### src/i2caps_pkg.sv
// Shared types and constants for the I2C address probe scanner.
package i2caps_pkg;

    localparam int APB_ADDR_W = 4;
    localparam int APB_DATA_W = 32;

    localparam logic [1:0] CMD_TICK  = 2'd0;
    localparam logic [1:0] CMD_PROBE = 2'd1;
    localparam logic [1:0] CMD_SCAN  = 2'd2;

    localparam logic [2:0] EV_NONE    = 3'd0;
    localparam logic [2:0] EV_ACK     = 3'd1;
    localparam logic [2:0] EV_NACK    = 3'd2;
    localparam logic [2:0] EV_DONE    = 3'd3;
    localparam logic [2:0] EV_UNAVAIL = 3'd4;

    localparam logic [1:0] REG_BUS_ENABLED = 2'd0;
    localparam logic [1:0] REG_SCAN_FIRST  = 2'd1;
    localparam logic [1:0] REG_SCAN_LAST   = 2'd2;

    localparam logic [5:0] PH_IDLE       = 6'd0;
    localparam logic [5:0] PH_FIRST      = 6'd1;
    localparam logic [5:0] PH_START      = 6'd2;
    localparam logic [5:0] PH_DATA_FIRST = 6'd3;
    localparam logic [5:0] PH_DATA_LAST  = 6'd18;
    localparam logic [5:0] PH_ACK_LOW    = 6'd19;
    localparam logic [5:0] PH_ACK_HIGH   = 6'd20;
    localparam logic [5:0] PH_ACK_SAMPLE = 6'd21;
    localparam logic [5:0] PH_STOP_LOW   = 6'd22;
    localparam logic [5:0] PH_STOP       = 6'd23;
    localparam logic [5:0] PH_DONE       = 6'd24;

    localparam logic [6:0] SCAN_FIRST_RST = 7'd1;
    localparam logic [6:0] SCAN_LAST_RST  = 7'd126;
    localparam logic [7:0] FOUND_MAX      = 8'd255;

    typedef struct packed {
        logic       bus_enabled;
        logic [6:0] scan_first_address;
        logic [6:0] scan_last_address;
    } t_cfg;

    typedef struct packed {
        logic [1:0] cmd;
        logic [6:0] probe_address;
        logic       sda_level;
    } t_in_item;

    typedef struct packed {
        logic       sda_release;
        logic       scl_release;
        logic       busy_res;
        logic [2:0] event_res;
        logic [6:0] event_address;
        logic [7:0] found_count;
        logic       last;
    } t_out_item;

endpackage

### src/i2caps_if.sv
// Valid/ready channel interfaces for the scanner's tick input and result output.
interface i2caps_in_if;
    logic       valid;
    logic       ready;
    logic [1:0] cmd;
    logic [6:0] probe_address;
    logic       sda_level;

    modport source(output valid, output cmd, output probe_address, output sda_level,
                   input ready);
    modport sink(input valid, input cmd, input probe_address, input sda_level,
                 output ready);
endinterface

interface i2caps_out_if;
    logic       valid;
    logic       ready;
    logic       sda_release;
    logic       scl_release;
    logic       busy_res;
    logic [2:0] event_res;
    logic [6:0] event_address;
    logic [7:0] found_count;
    logic       last;

    modport source(output valid, output sda_release, output scl_release,
                   output busy_res, output event_res, output event_address,
                   output found_count, output last, input ready);
    modport sink(input valid, input sda_release, input scl_release,
                 input busy_res, input event_res, input event_address,
                 input found_count, input last, output ready);
endinterface

### src/i2caps_core.sv
// Probe sequencer: bus phase state and the per-tick result logic.
module i2caps_core
    import i2caps_pkg::*;
(
    input  logic      i_clk,
    input  logic      i_rst_n,
    input  logic      i_step,
    input  t_in_item  i_item,
    input  t_cfg      i_cfg,
    output t_out_item o_result
);

    logic [5:0] r_phase, n_phase;
    logic [7:0] r_shift, n_shift;
    logic [6:0] r_cur, n_cur;
    logic       r_scanning, n_scanning;
    logic       r_ack, n_ack;
    logic [7:0] r_found, n_found;
    logic       r_sda, n_sda;
    logic       r_scl, n_scl;

    always_comb begin
        n_phase    = r_phase;
        n_shift    = r_shift;
        n_cur      = r_cur;
        n_scanning = r_scanning;
        n_ack      = r_ack;
        n_found    = r_found;
        n_sda      = r_sda;
        n_scl      = r_scl;
        o_result   = '0;

        if (r_phase == PH_IDLE) begin
            if (i_item.cmd == CMD_PROBE || i_item.cmd == CMD_SCAN) begin
                if (!i_cfg.bus_enabled) begin
                    o_result.event_res = EV_UNAVAIL;
                    o_result.event_address =
                        (i_item.cmd == CMD_PROBE) ? i_item.probe_address : 7'd0;
                    o_result.last = 1'b1;
                end else if (i_item.cmd == CMD_SCAN &&
                             i_cfg.scan_first_address > i_cfg.scan_last_address) begin
                    n_scanning = 1'b0;
                    n_found = '0;
                    o_result.event_res = EV_DONE;
                    o_result.last = 1'b1;
                end else begin
                    // The first phase of a new probe runs in the same tick.
                    if (i_item.cmd == CMD_SCAN) begin
                        n_scanning = 1'b1;
                        n_found = '0;
                        n_cur = i_cfg.scan_first_address;
                    end else begin
                        n_scanning = 1'b0;
                        n_cur = i_item.probe_address;
                    end
                    n_shift = {n_cur, 1'b0};
                    n_ack = 1'b0;
                    n_phase = PH_START;
                    n_sda = 1'b1;
                    n_scl = 1'b1;
                    o_result.busy_res = 1'b1;
                end
            end
        end else begin
            o_result.busy_res = 1'b1;
            n_phase = r_phase + 6'd1;
            if (r_phase == PH_FIRST) begin
                n_sda = 1'b1;
                n_scl = 1'b1;
            end else if (r_phase == PH_START) begin
                n_sda = 1'b0;
                n_scl = 1'b1;
            end else if (r_phase >= PH_DATA_FIRST && r_phase <= PH_DATA_LAST) begin
                n_sda = r_shift[7];
                n_scl = ~r_phase[0];
                if (!r_phase[0]) begin
                    n_shift = {r_shift[6:0], 1'b0};
                end
            end else if (r_phase == PH_ACK_LOW) begin
                n_sda = 1'b1;
                n_scl = 1'b0;
            end else if (r_phase == PH_ACK_HIGH) begin
                n_sda = 1'b1;
                n_scl = 1'b1;
            end else if (r_phase == PH_ACK_SAMPLE) begin
                n_ack = ~i_item.sda_level;
                n_sda = 1'b0;
                n_scl = 1'b0;
            end else if (r_phase == PH_STOP_LOW) begin
                n_sda = 1'b0;
                n_scl = 1'b1;
            end else if (r_phase == PH_STOP) begin
                n_sda = 1'b1;
                n_scl = 1'b1;
                if (r_scanning) begin
                    if (r_ack) begin
                        n_found = (r_found == FOUND_MAX) ? r_found : r_found + 8'd1;
                        o_result.event_res = EV_ACK;
                        o_result.event_address = r_cur;
                    end
                    o_result.found_count = n_found;
                    if (r_cur >= i_cfg.scan_last_address) begin
                        n_phase = PH_DONE;
                    end else begin
                        n_cur = r_cur + 7'd1;
                        n_shift = {n_cur, 1'b0};
                        n_ack = 1'b0;
                        n_phase = PH_FIRST;
                    end
                end else begin
                    o_result.event_res = r_ack ? EV_ACK : EV_NACK;
                    o_result.event_address = r_cur;
                    o_result.last = 1'b1;
                    n_phase = PH_IDLE;
                end
            end else begin
                n_sda = 1'b1;
                n_scl = 1'b1;
                if (r_scanning) begin
                    o_result.event_res = EV_DONE;
                    o_result.found_count = r_found;
                    o_result.last = 1'b1;
                end
                n_scanning = 1'b0;
                n_phase = PH_IDLE;
            end
        end

        o_result.sda_release = n_sda;
        o_result.scl_release = n_scl;
    end

    always_ff @(posedge i_clk) begin
        if (!i_rst_n) begin
            r_phase    <= PH_IDLE;
            r_shift    <= '0;
            r_cur      <= '0;
            r_scanning <= 1'b0;
            r_ack      <= 1'b0;
            r_found    <= '0;
            r_sda      <= 1'b1;
            r_scl      <= 1'b1;
        end else if (i_step) begin
            r_phase    <= n_phase;
            r_shift    <= n_shift;
            r_cur      <= n_cur;
            r_scanning <= n_scanning;
            r_ack      <= n_ack;
            r_found    <= n_found;
            r_sda      <= n_sda;
            r_scl      <= n_scl;
        end
    end

`ifndef SYNTHESIS
    a_idle_not_scanning: assert property (@(posedge i_clk) disable iff (!i_rst_n)
        (r_phase == PH_IDLE) |-> !r_scanning)
        else $error("Scan flag set while the sequencer is idle.");

    a_phase_range: assert property (@(posedge i_clk) disable iff (!i_rst_n)
        r_phase <= PH_DONE)
        else $error("Sequencer phase out of range.");

    a_probe_event_at_stop: assert property (@(posedge i_clk) disable iff (!i_rst_n)
        (i_step && (o_result.event_res == EV_ACK || o_result.event_res == EV_NACK))
        |-> (r_phase == PH_STOP))
        else $error("Probe event reported outside the stop phase.");

    a_single_probe_ends: assert property (@(posedge i_clk) disable iff (!i_rst_n)
        (i_step && r_phase == PH_STOP && !r_scanning) |=> (r_phase == PH_IDLE))
        else $error("Single probe did not return to idle after its stop.");
`endif

endmodule

### src/i2c_address_probe_scanner_unit.sv
// Top level of the I2C address probe scanner: channels, register port and result register.
//
//  Port group   Direction  Transfer
//  i_in         sink       one half-clock tick: cmd, probe_address, sda_level
//  o_out        source     one result per tick: line releases, busy, event, count, last
//  APB (psel..) slave      reads and writes of bus_enabled, scan_first_address, scan_last_address
//
// Each tick is handled combinationally: the sequencer's next-state logic sits between
// its state registers and the result register, so one transfer is taken per cycle
// while o_out is not stalled. Reset is synchronous and active low; it idles the
// sequencer with both lines released and loads the register defaults. While a result
// waits on o_out, a new tick is taken only in the cycle in which that result is taken.
module i2c_address_probe_scanner_unit
    import i2caps_pkg::*;
(
    input  logic                  i_clk,
    input  logic                  i_rst_n,
    i2caps_in_if.sink             i_in,
    i2caps_out_if.source          o_out,
    input  logic                  psel,
    input  logic                  penable,
    input  logic                  pwrite,
    input  logic [APB_ADDR_W-1:0] paddr,
    input  logic [APB_DATA_W-1:0] pwdata,
    output logic [APB_DATA_W-1:0] prdata,
    output logic                  pready
);

    t_cfg      r_cfg;
    t_in_item  w_item;
    t_out_item w_result;
    t_out_item r_out;
    logic      r_out_valid;
    logic      w_step;
    logic      w_in_ready;

    assign pready = 1'b1;

    always_ff @(posedge i_clk) begin
        if (!i_rst_n) begin
            r_cfg.bus_enabled        <= 1'b0;
            r_cfg.scan_first_address <= SCAN_FIRST_RST;
            r_cfg.scan_last_address  <= SCAN_LAST_RST;
        end else if (psel && penable && pwrite) begin
            case (paddr[3:2])
                REG_BUS_ENABLED: r_cfg.bus_enabled        <= pwdata[0];
                REG_SCAN_FIRST:  r_cfg.scan_first_address <= pwdata[6:0];
                REG_SCAN_LAST:   r_cfg.scan_last_address  <= pwdata[6:0];
                default: ;
            endcase
        end
    end

    always_comb begin
        case (paddr[3:2])
            REG_BUS_ENABLED: prdata = {31'd0, r_cfg.bus_enabled};
            REG_SCAN_FIRST:  prdata = {25'd0, r_cfg.scan_first_address};
            REG_SCAN_LAST:   prdata = {25'd0, r_cfg.scan_last_address};
            default:         prdata = '0;
        endcase
    end

    assign w_in_ready = !r_out_valid || o_out.ready;
    assign i_in.ready = w_in_ready;
    assign w_step     = i_in.valid && w_in_ready;

    assign w_item.cmd           = i_in.cmd;
    assign w_item.probe_address = i_in.probe_address;
    assign w_item.sda_level     = i_in.sda_level;

    i2caps_core u_core (
        .i_clk    (i_clk),
        .i_rst_n  (i_rst_n),
        .i_step   (w_step),
        .i_item   (w_item),
        .i_cfg    (r_cfg),
        .o_result (w_result)
    );

    always_ff @(posedge i_clk) begin
        if (!i_rst_n) begin
            r_out_valid <= 1'b0;
        end else if (w_step) begin
            r_out_valid <= 1'b1;
        end else if (o_out.ready) begin
            r_out_valid <= 1'b0;
        end
    end

    always_ff @(posedge i_clk) begin
        if (w_step) begin
            r_out <= w_result;
        end
    end

    assign o_out.valid         = r_out_valid;
    assign o_out.sda_release   = r_out.sda_release;
    assign o_out.scl_release   = r_out.scl_release;
    assign o_out.busy_res      = r_out.busy_res;
    assign o_out.event_res     = r_out.event_res;
    assign o_out.event_address = r_out.event_address;
    assign o_out.found_count   = r_out.found_count;
    assign o_out.last          = r_out.last;

endmodule
### src/flat_wrapper.sv
// flat-port wrapper written by rule: the top's interface ports become plain ports
module i2c_address_probe_scanner_unit_flat import i2caps_pkg::*;
  (i_clk, i_rst_n, psel, penable, pwrite, paddr, pwdata, prdata, pready, i_in_valid, i_in_cmd, i_in_probe_address, i_in_sda_level, i_in_ready, o_out_valid, o_out_sda_release, o_out_scl_release, o_out_busy_res, o_out_event_res, o_out_event_address, o_out_found_count, o_out_last, o_out_ready);
  i2caps_in_if i_in_i ();
  i2caps_out_if o_out_i ();
  input  logic i_clk;
  input  logic i_rst_n;
  input  logic psel;
  input  logic penable;
  input  logic pwrite;
  input  logic [APB_ADDR_W-1:0] paddr;
  input  logic [APB_DATA_W-1:0] pwdata;
  output logic [APB_DATA_W-1:0] prdata;
  output logic pready;
  input wire logic [$bits(i_in_i.valid)-1:0] i_in_valid;
  input wire logic [$bits(i_in_i.cmd)-1:0] i_in_cmd;
  input wire logic [$bits(i_in_i.probe_address)-1:0] i_in_probe_address;
  input wire logic [$bits(i_in_i.sda_level)-1:0] i_in_sda_level;
  output wire logic [$bits(i_in_i.ready)-1:0] i_in_ready;
  output wire logic [$bits(o_out_i.valid)-1:0] o_out_valid;
  output wire logic [$bits(o_out_i.sda_release)-1:0] o_out_sda_release;
  output wire logic [$bits(o_out_i.scl_release)-1:0] o_out_scl_release;
  output wire logic [$bits(o_out_i.busy_res)-1:0] o_out_busy_res;
  output wire logic [$bits(o_out_i.event_res)-1:0] o_out_event_res;
  output wire logic [$bits(o_out_i.event_address)-1:0] o_out_event_address;
  output wire logic [$bits(o_out_i.found_count)-1:0] o_out_found_count;
  output wire logic [$bits(o_out_i.last)-1:0] o_out_last;
  input wire logic [$bits(o_out_i.ready)-1:0] o_out_ready;
  assign i_in_i.valid = i_in_valid;
  assign i_in_i.cmd = i_in_cmd;
  assign i_in_i.probe_address = i_in_probe_address;
  assign i_in_i.sda_level = i_in_sda_level;
  assign i_in_ready = i_in_i.ready;
  assign o_out_valid = o_out_i.valid;
  assign o_out_sda_release = o_out_i.sda_release;
  assign o_out_scl_release = o_out_i.scl_release;
  assign o_out_busy_res = o_out_i.busy_res;
  assign o_out_event_res = o_out_i.event_res;
  assign o_out_event_address = o_out_i.event_address;
  assign o_out_found_count = o_out_i.found_count;
  assign o_out_last = o_out_i.last;
  assign o_out_i.ready = o_out_ready;
  i2c_address_probe_scanner_unit u_core (.i_clk(i_clk), .i_rst_n(i_rst_n), .i_in(i_in_i), .o_out(o_out_i), .psel(psel), .penable(penable), .pwrite(pwrite), .paddr(paddr), .pwdata(pwdata), .prdata(prdata), .pready(pready));
endmodule
### config.mk
export PLATFORM = sky130hd
export DESIGN_NAME = i2c_address_probe_scanner_unit_flat
export DESIGN_NICKNAME = d
export VERILOG_FILES = /design/src/i2caps_pkg.sv /design/src/i2caps_if.sv /design/src/i2caps_core.sv /design/src/i2c_address_probe_scanner_unit.sv /design/src/flat_wrapper.sv
export SDC_FILE = /design/constraint.sdc
export NUM_CORES = 1
export LEC_CHECK = 0
export BUFFER_PORTS_ARGS = -buffer_cell sky130_fd_sc_hd__buf_2
export CORE_ASPECT_RATIO = 0.75
export CORE_UTILIZATION = 54
export CTS_CLUSTER_SIZE = 20
export DETAILED_ROUTE_END_ITERATION = 12
export PLACE_DENSITY = 0.84
export REMOVE_ABC_BUFFERS = 1
export SLEW_MARGIN = 0
export SYNTH_ARGS = -nofsm -noshare
export SYNTH_HDL_FRONTEND = slang
export SYNTH_HIERARCHICAL = 1
export SYNTH_SLANG_ARGS = --single-unit
### constraint.sdc
create_clock -name i_clk -period 3.3 [get_ports i_clk]
set_clock_uncertainty 0.05 [all_clocks]
set_input_delay 0.495 -clock i_clk [delete_from_list [all_inputs] [get_ports i_clk]]
set_output_delay 0.495 -clock i_clk [all_outputs]
set_load 0.02 [all_outputs]
### After elaboration in Yosys (flattened, before gate mapping)

Cells that the tools add are included.

| storage, ports and cells | value |
|---|---|
| register bits | 71 |
| input bits | 53 |
| output and inout port bits | 57 |
| word-level logic and storage cells | 228 |

| operators by class | value |
|---|---|
| add/subtract/negate cells | 3 |
| magnitude comparators | 4 |
| equal/unequal tests | 33 |
| multiplexer cells | 140 |
| bitwise logic cells | 2 |
| reductions and logical operators | 27 |

Operator list:

| kind | number |
|---|---|
| $mux W8 | 33 |
| $mux W19 | 7 |
| $mux W7 | 18 |
| $mux W6 | 13 |
| $mux W1 | 57 |
| $eq A6 B5 Y1 const B | 5 |
| $reduce_and A14 Y1 | 2 |
| $reduce_and A13 Y1 | 2 |
| $ne A3 B3 Y1 const B | 8 |
| $pmux W7 S3 | 1 |
| $mux W10 | 2 |
| $ne A2 B2 Y1 const B | 10 |
| $mux W9 | 2 |
| $reduce_bool A3 Y1 | 4 |
| $mux W11 | 1 |
| $reduce_and A11 Y1 | 1 |
| $add A8 B1 Y8 const B | 1 |
| $eq A8 B8 Y1 const B | 1 |
| $reduce_or A8 Y1 | 1 |
| $add A7 B1 Y7 const B | 1 |
| $ge A7 B7 Y1 | 1 |
| $gt A7 B7 Y1 | 1 |
| $add A6 B1 Y6 const B | 1 |
| $eq A6 B1 Y1 const B | 1 |
| 19 further kinds | 35 |

### Longest topological paths before layout

| logic depth | value |
|---|---|
| word-level depth | 13 |
| depth in mapped cells | 9 |
| gate-level depth less buffers | 8 |

### Cells and area by module

Netlist, hierarchy kept.

Modules (own cells, without submodules):

| module | instances | cells each | area an instance (um^2) | sequential area each (um^2) |
|---|---|---|---|---|
| i2caps_core | 1 | 394 | 3,004.1 | 640.6 |
| i2c_address_probe_scanner_unit | 1 | 136 | 1,689.1 | 980.9 |

### Least setup slack after synthesis

Ideal clock, no wire load.

| timing | value |
|---|---|
| path type | input-to-reg |
| from | input port o_out_ready |
| to | register u_core.u_core.r_cur[1] |
| setup time | 0.096 ns |
| arrival time | 2.718 ns |
| data required time | 3.154 ns |
| path slack | 0.436 ns |
| cell stages on the path | 8 |
| path buffers | 1 |
| cells stage by stage | nand2b_1 > and2_1 > inv_1 > a31o_2 > nand2b_1 > buf_2 > or2_1 > o41ai_2 |

| between the ends | value |
|---|---|
| cells in the longest elaborated chain, start to end | 3 |

RTL lines:

| element | RTL line | RTL |
|---|---|---|
| start, declared | flat_wrapper.sv:28 | `input wire logic [$bits(o_out_i.ready)-1:0] o_out_ready;` |
| $logic_or A1 B1 Y1 | i2c_address_probe_scanner_unit.sv:63 | `assign w_in_ready = !r_out_valid \|\| o_out.ready;` |
| $logic_and A1 B1 Y1 | i2c_address_probe_scanner_unit.sv:65 | `assign w_step = i_in.valid && w_in_ready;` |
| named net u_core.w_step | i2c_address_probe_scanner_unit.sv:34 | `logic w_step;` |
| $reduce_and A14 Y1 (no source line) | - |  |
| end signal, assigned | i2caps_core.sv:146 | `r_cur <= n_cur;` |
| end, declared | i2caps_core.sv:15 | `logic [6:0] r_cur, n_cur;` |

The timed path passes the listed nets, and every way through them passes these cells.
A chain may end at the register's enable or synchronous reset.

### Final worst setup path

| timing | value |
|---|---|
| from | register u_core.u_core.r_phase[0] |
| to | register u_core.u_core.r_cur[1] |

| between the ends | value |
|---|---|
| cells in the longest elaborated chain, start to end | 4 |
| elaborated cells on any way between the ends | 26 |

RTL lines:

| element | RTL line | RTL |
|---|---|---|
| start, declared | i2caps_core.sv:13 | `logic [5:0] r_phase, n_phase;` |
| start signal, assigned | i2caps_core.sv:144 | `r_phase <= n_phase;` |
| $ge A6 B2 Y1 / $le A6 B5 Y1 (equally long branches) | i2caps_core.sv:73 | `end else if (r_phase >= PH_DATA_FIRST && r_phase <= PH_DATA_LAST) begin` |
| $logic_and A1 B1 Y1 | i2caps_core.sv:73 |  |
| $ne A2 B2 Y1 (no source line) | - |  |
| $reduce_and A14 Y1 (no source line) | - |  |

Several ways; a longest one is shown, not always the timed one.

==> results_dict.tcl <==
set metrics [dict create \
    synthArstFlopShare_pct 0 \
    synth_top_area_share_pct 20.47 \
    tns_ps 0 \
    grt_pass1_vias 3737 \
    drcViolationCount 0 \
    drv_cap 0 \
    final_net_count 646 \
    dpl.hpwl_mm 8.575 \
    syn2layout_area_growth_pct 10.18 \
    top_usage_layer "met2" \
    rsz0062_at_grt "no" \
    synth.area.mux_share_pct 5.279 \
    diodes 0 \
    grt_first_pass_wirelength_mm 18.71 \
    finalWirelength_mm 11.98 \
    cts_hold_buf 0 \
    drive_above_1_share_pct 20.31 \
    io_pins 110 \
    outcome "complete, no violations" \
    ys_top_cells_by_area "dfxtp_1 20%, edfxtp_1 14%, ha_1 5.9%, buf_4 4.8%, nand2_1 4.8%" \
    hold_viol 0 \
    use_met2_pct 41.01 \
    holdCritPathClass "primary input to flip-flop" \
    syn_area_per_cell_um2 8.855 \
    required_ps 3490 \
    port_buffers 56 \
    place.gp.congestion 0.9486 \
    coreArea_um2 8454 \
    pre_cts_slack_ps 364.6 \
    yosys.area_share.simple_pct 19.75 \
    gr-usage-met1_pct 38.65 \
    seq_area_frac_synth_pct 34.55 \
    period_minus_slack_ps 3069 \
    netlist_instances 530 \
    holdWs_ps 356.8 \
    cts_tree "yes" \
    dr.pass1.iters 6 \
    ys_warn_count 6 \
    max_slew.worst_pin.slew_ps 1020 \
    cp-end-kind "flip-flop" \
    met3_usage_pct 5.338 \
    cts_resized 0 \
    max_clock_freq_ghz 0.3259 \
    worstSetupPathType "flip-flop to flip-flop" \
    yosysUniqueCellTypes 67 \
    die_area_um2 9072 \
    cts_setup_buffers 0 \
    clkSlewWorstSetupHoldPaths_ps 60 \
    yosys-top-cells-count "60 x nand2_1, 48 x dfxtp_1, 32 x nand3_1" \
    grt_use_total_pct 27.06 \
    syn_area_um2 4693 \
    first_iter_violations 436 \
    synth_edf_count 22 \
    finish.utilization_pct 61.17 \
    worst_r2r_path_depth 7 \
    cts_sinks 70 \
    via_per_inst 6.232 \
    synth_most_common_cell "nand2_1" \
    slew_headroom_pct 31.56 \
    final_antenna_net_count 0 \
    synth_top_family_by_area "compound AO/OA/AOI/OAI gates" \
    die_h_um 82.74 \
    ys.flop_type "dfxtp_1" \
    grt-ovfl-total 0 \
    slew_viol_final 0 \
    clk_latency_ps 340 \
    crit_fanout 11 \
    fin_crit_sh_pct 92.99 \
    floorplan.rows 29 \
    clockRootBuffer "clkbuf_16" \
    wire_per_inst_um 17.51 \
    synth-seq-cells 70 \
    fin_ws_ps 231.2 \
    cts_buffer_depth 2 \
    yosys.area.top_type "dfxtp_1" \
    p_leak_nw 2.177 \
    cts_made_buffers 9 \
    antenna_found_initial 0 \
    powerDensity_nw_per_um2 407.2 \
    ir_drop_mv 0.3240 \
    cp.arrival_ps 3260 \
    grt_max_degree 36 \
    synth_compound_area_share_pct 22.31 \
    synthAdderAreaFrac_pct 5.865 \
    synth_xor_area_share_pct 1.680 \
    start_kind "flip-flop" \
    regToRegSetupSlack_ps 230 \
    die_x_um 109.7 \
    min_path_cells 3 \
    h-tree-depth 3 \
    start_util_pct 55.51 \
    vias 4263 \
    finalSetupViolCount 0 \
]
through the flow:
| stage | cells | power [mW] | instance area [um^2] |
|---|---|---|---|
| after detailed placement | 668 | 1.143 | 4872 |
| after global placement | 668 | 1.136 | 4872 |
| after global routing | 684 | 2.166 | 5171 |
| after CTS | 684 | 2.112 | 5171 |
| final | 684 | 2.106 | 5171 |
| after floorplan | 496 | 1.067 | 4397 |
flip-flops by register name, summed over array words and instances, names as in the netlist:
signal and cells:
u_core/u_core/r_sda 1, u_core/o_out.event_address 7, u_core/o_out.found_count 8, u_core/r_cfg 15
u_core/u_core/r_shift 7, u_core/u_core/r_ack 1, u_core/o_out.sda_release 1, u_core/o_out.last 1
u_core/o_out.busy_res 1, u_core/u_core/r_cur 7, u_core/u_core/r_scl 1, u_core/o_out.scl_release 1
u_core/u_core/r_phase 6, u_core/u_core/r_scanning 1, u_core/o_out.event_res 3, u_core/u_core/r_found 8
u_core/o_out.valid 1
placed cells by master (no fill, tap or decap), drive strengths merged, types with 5 or more instances in the layout:
cell type,count
a211oi,12
o21a,5
o21ai,27
a211o,6
ha,22
nand4,11
edfxtp,22
nor3,7
nor2,22
o211ai,14
xor2,5
buf,64
mux2,6
conb,26
a31oi,9
and3,7
clkbuf,10
a21o,6
mux2i,18
inv,29
nand3,33
dfxtp,48
a22o,13
nand2,60
nand2b,6
and2,9
a21oi,24
kinds of logic after synthesis:
kind of cell	Yosys count
multiplexers	24
buffers and inverters	85
XOR/XNOR	9
adder cells (fa/ha/maj)	22
other	2
AO/OA/AOI/OAI	140
AND/OR/NAND/NOR	178
flip-flops	70
power breakdown:
group          internal [mW]  switching (mW)
Combinational         0.0650           0.144
Clock                  0.590           0.387
Sequential             0.911         0.00892
Total                   1.57           0.539
layer usage:
layer | vias up | wire (um)
met4 | 0 | 174
met3 | 21 | 1214
met1 | 2020 | 5322
met5 | - | 0
met2 | 267 | 5266
li1 | 1955 | -
final cells by class:
type                       count  area [um^2]
tap                          108        135.1
timing repair buffer          64        340.3
inverter                      27        101.3
multi-input combinational    399         2674
clock buffer                  10        229.0
sequential                    70         1622
clock inverter                 6        70.07
fill                         661         3283
critical path, cell delays in order (launching register included):
cell and delay, ps:
dfxtp_1 490, inv_1 140, ha_1 330, or3_1 490, a31o_2 330, nand2b_1 380
or2_1 450, o41ai_2 300
worst paths after layout:
path | startpoint | endpoint
worst max-delay path | u_core/u_core/r_phase[0] | u_core/u_core/r_cur[1]
worst min-delay path | i_in_valid | u_core/o_out.valid
worst max register to register | u_core/u_core/r_phase[0] | u_core/u_core/r_cur[1]
worst min register to register | u_core/u_core/r_shift[3] | u_core/u_core/r_shift[3]
Power figures use the tool's default switching activity.
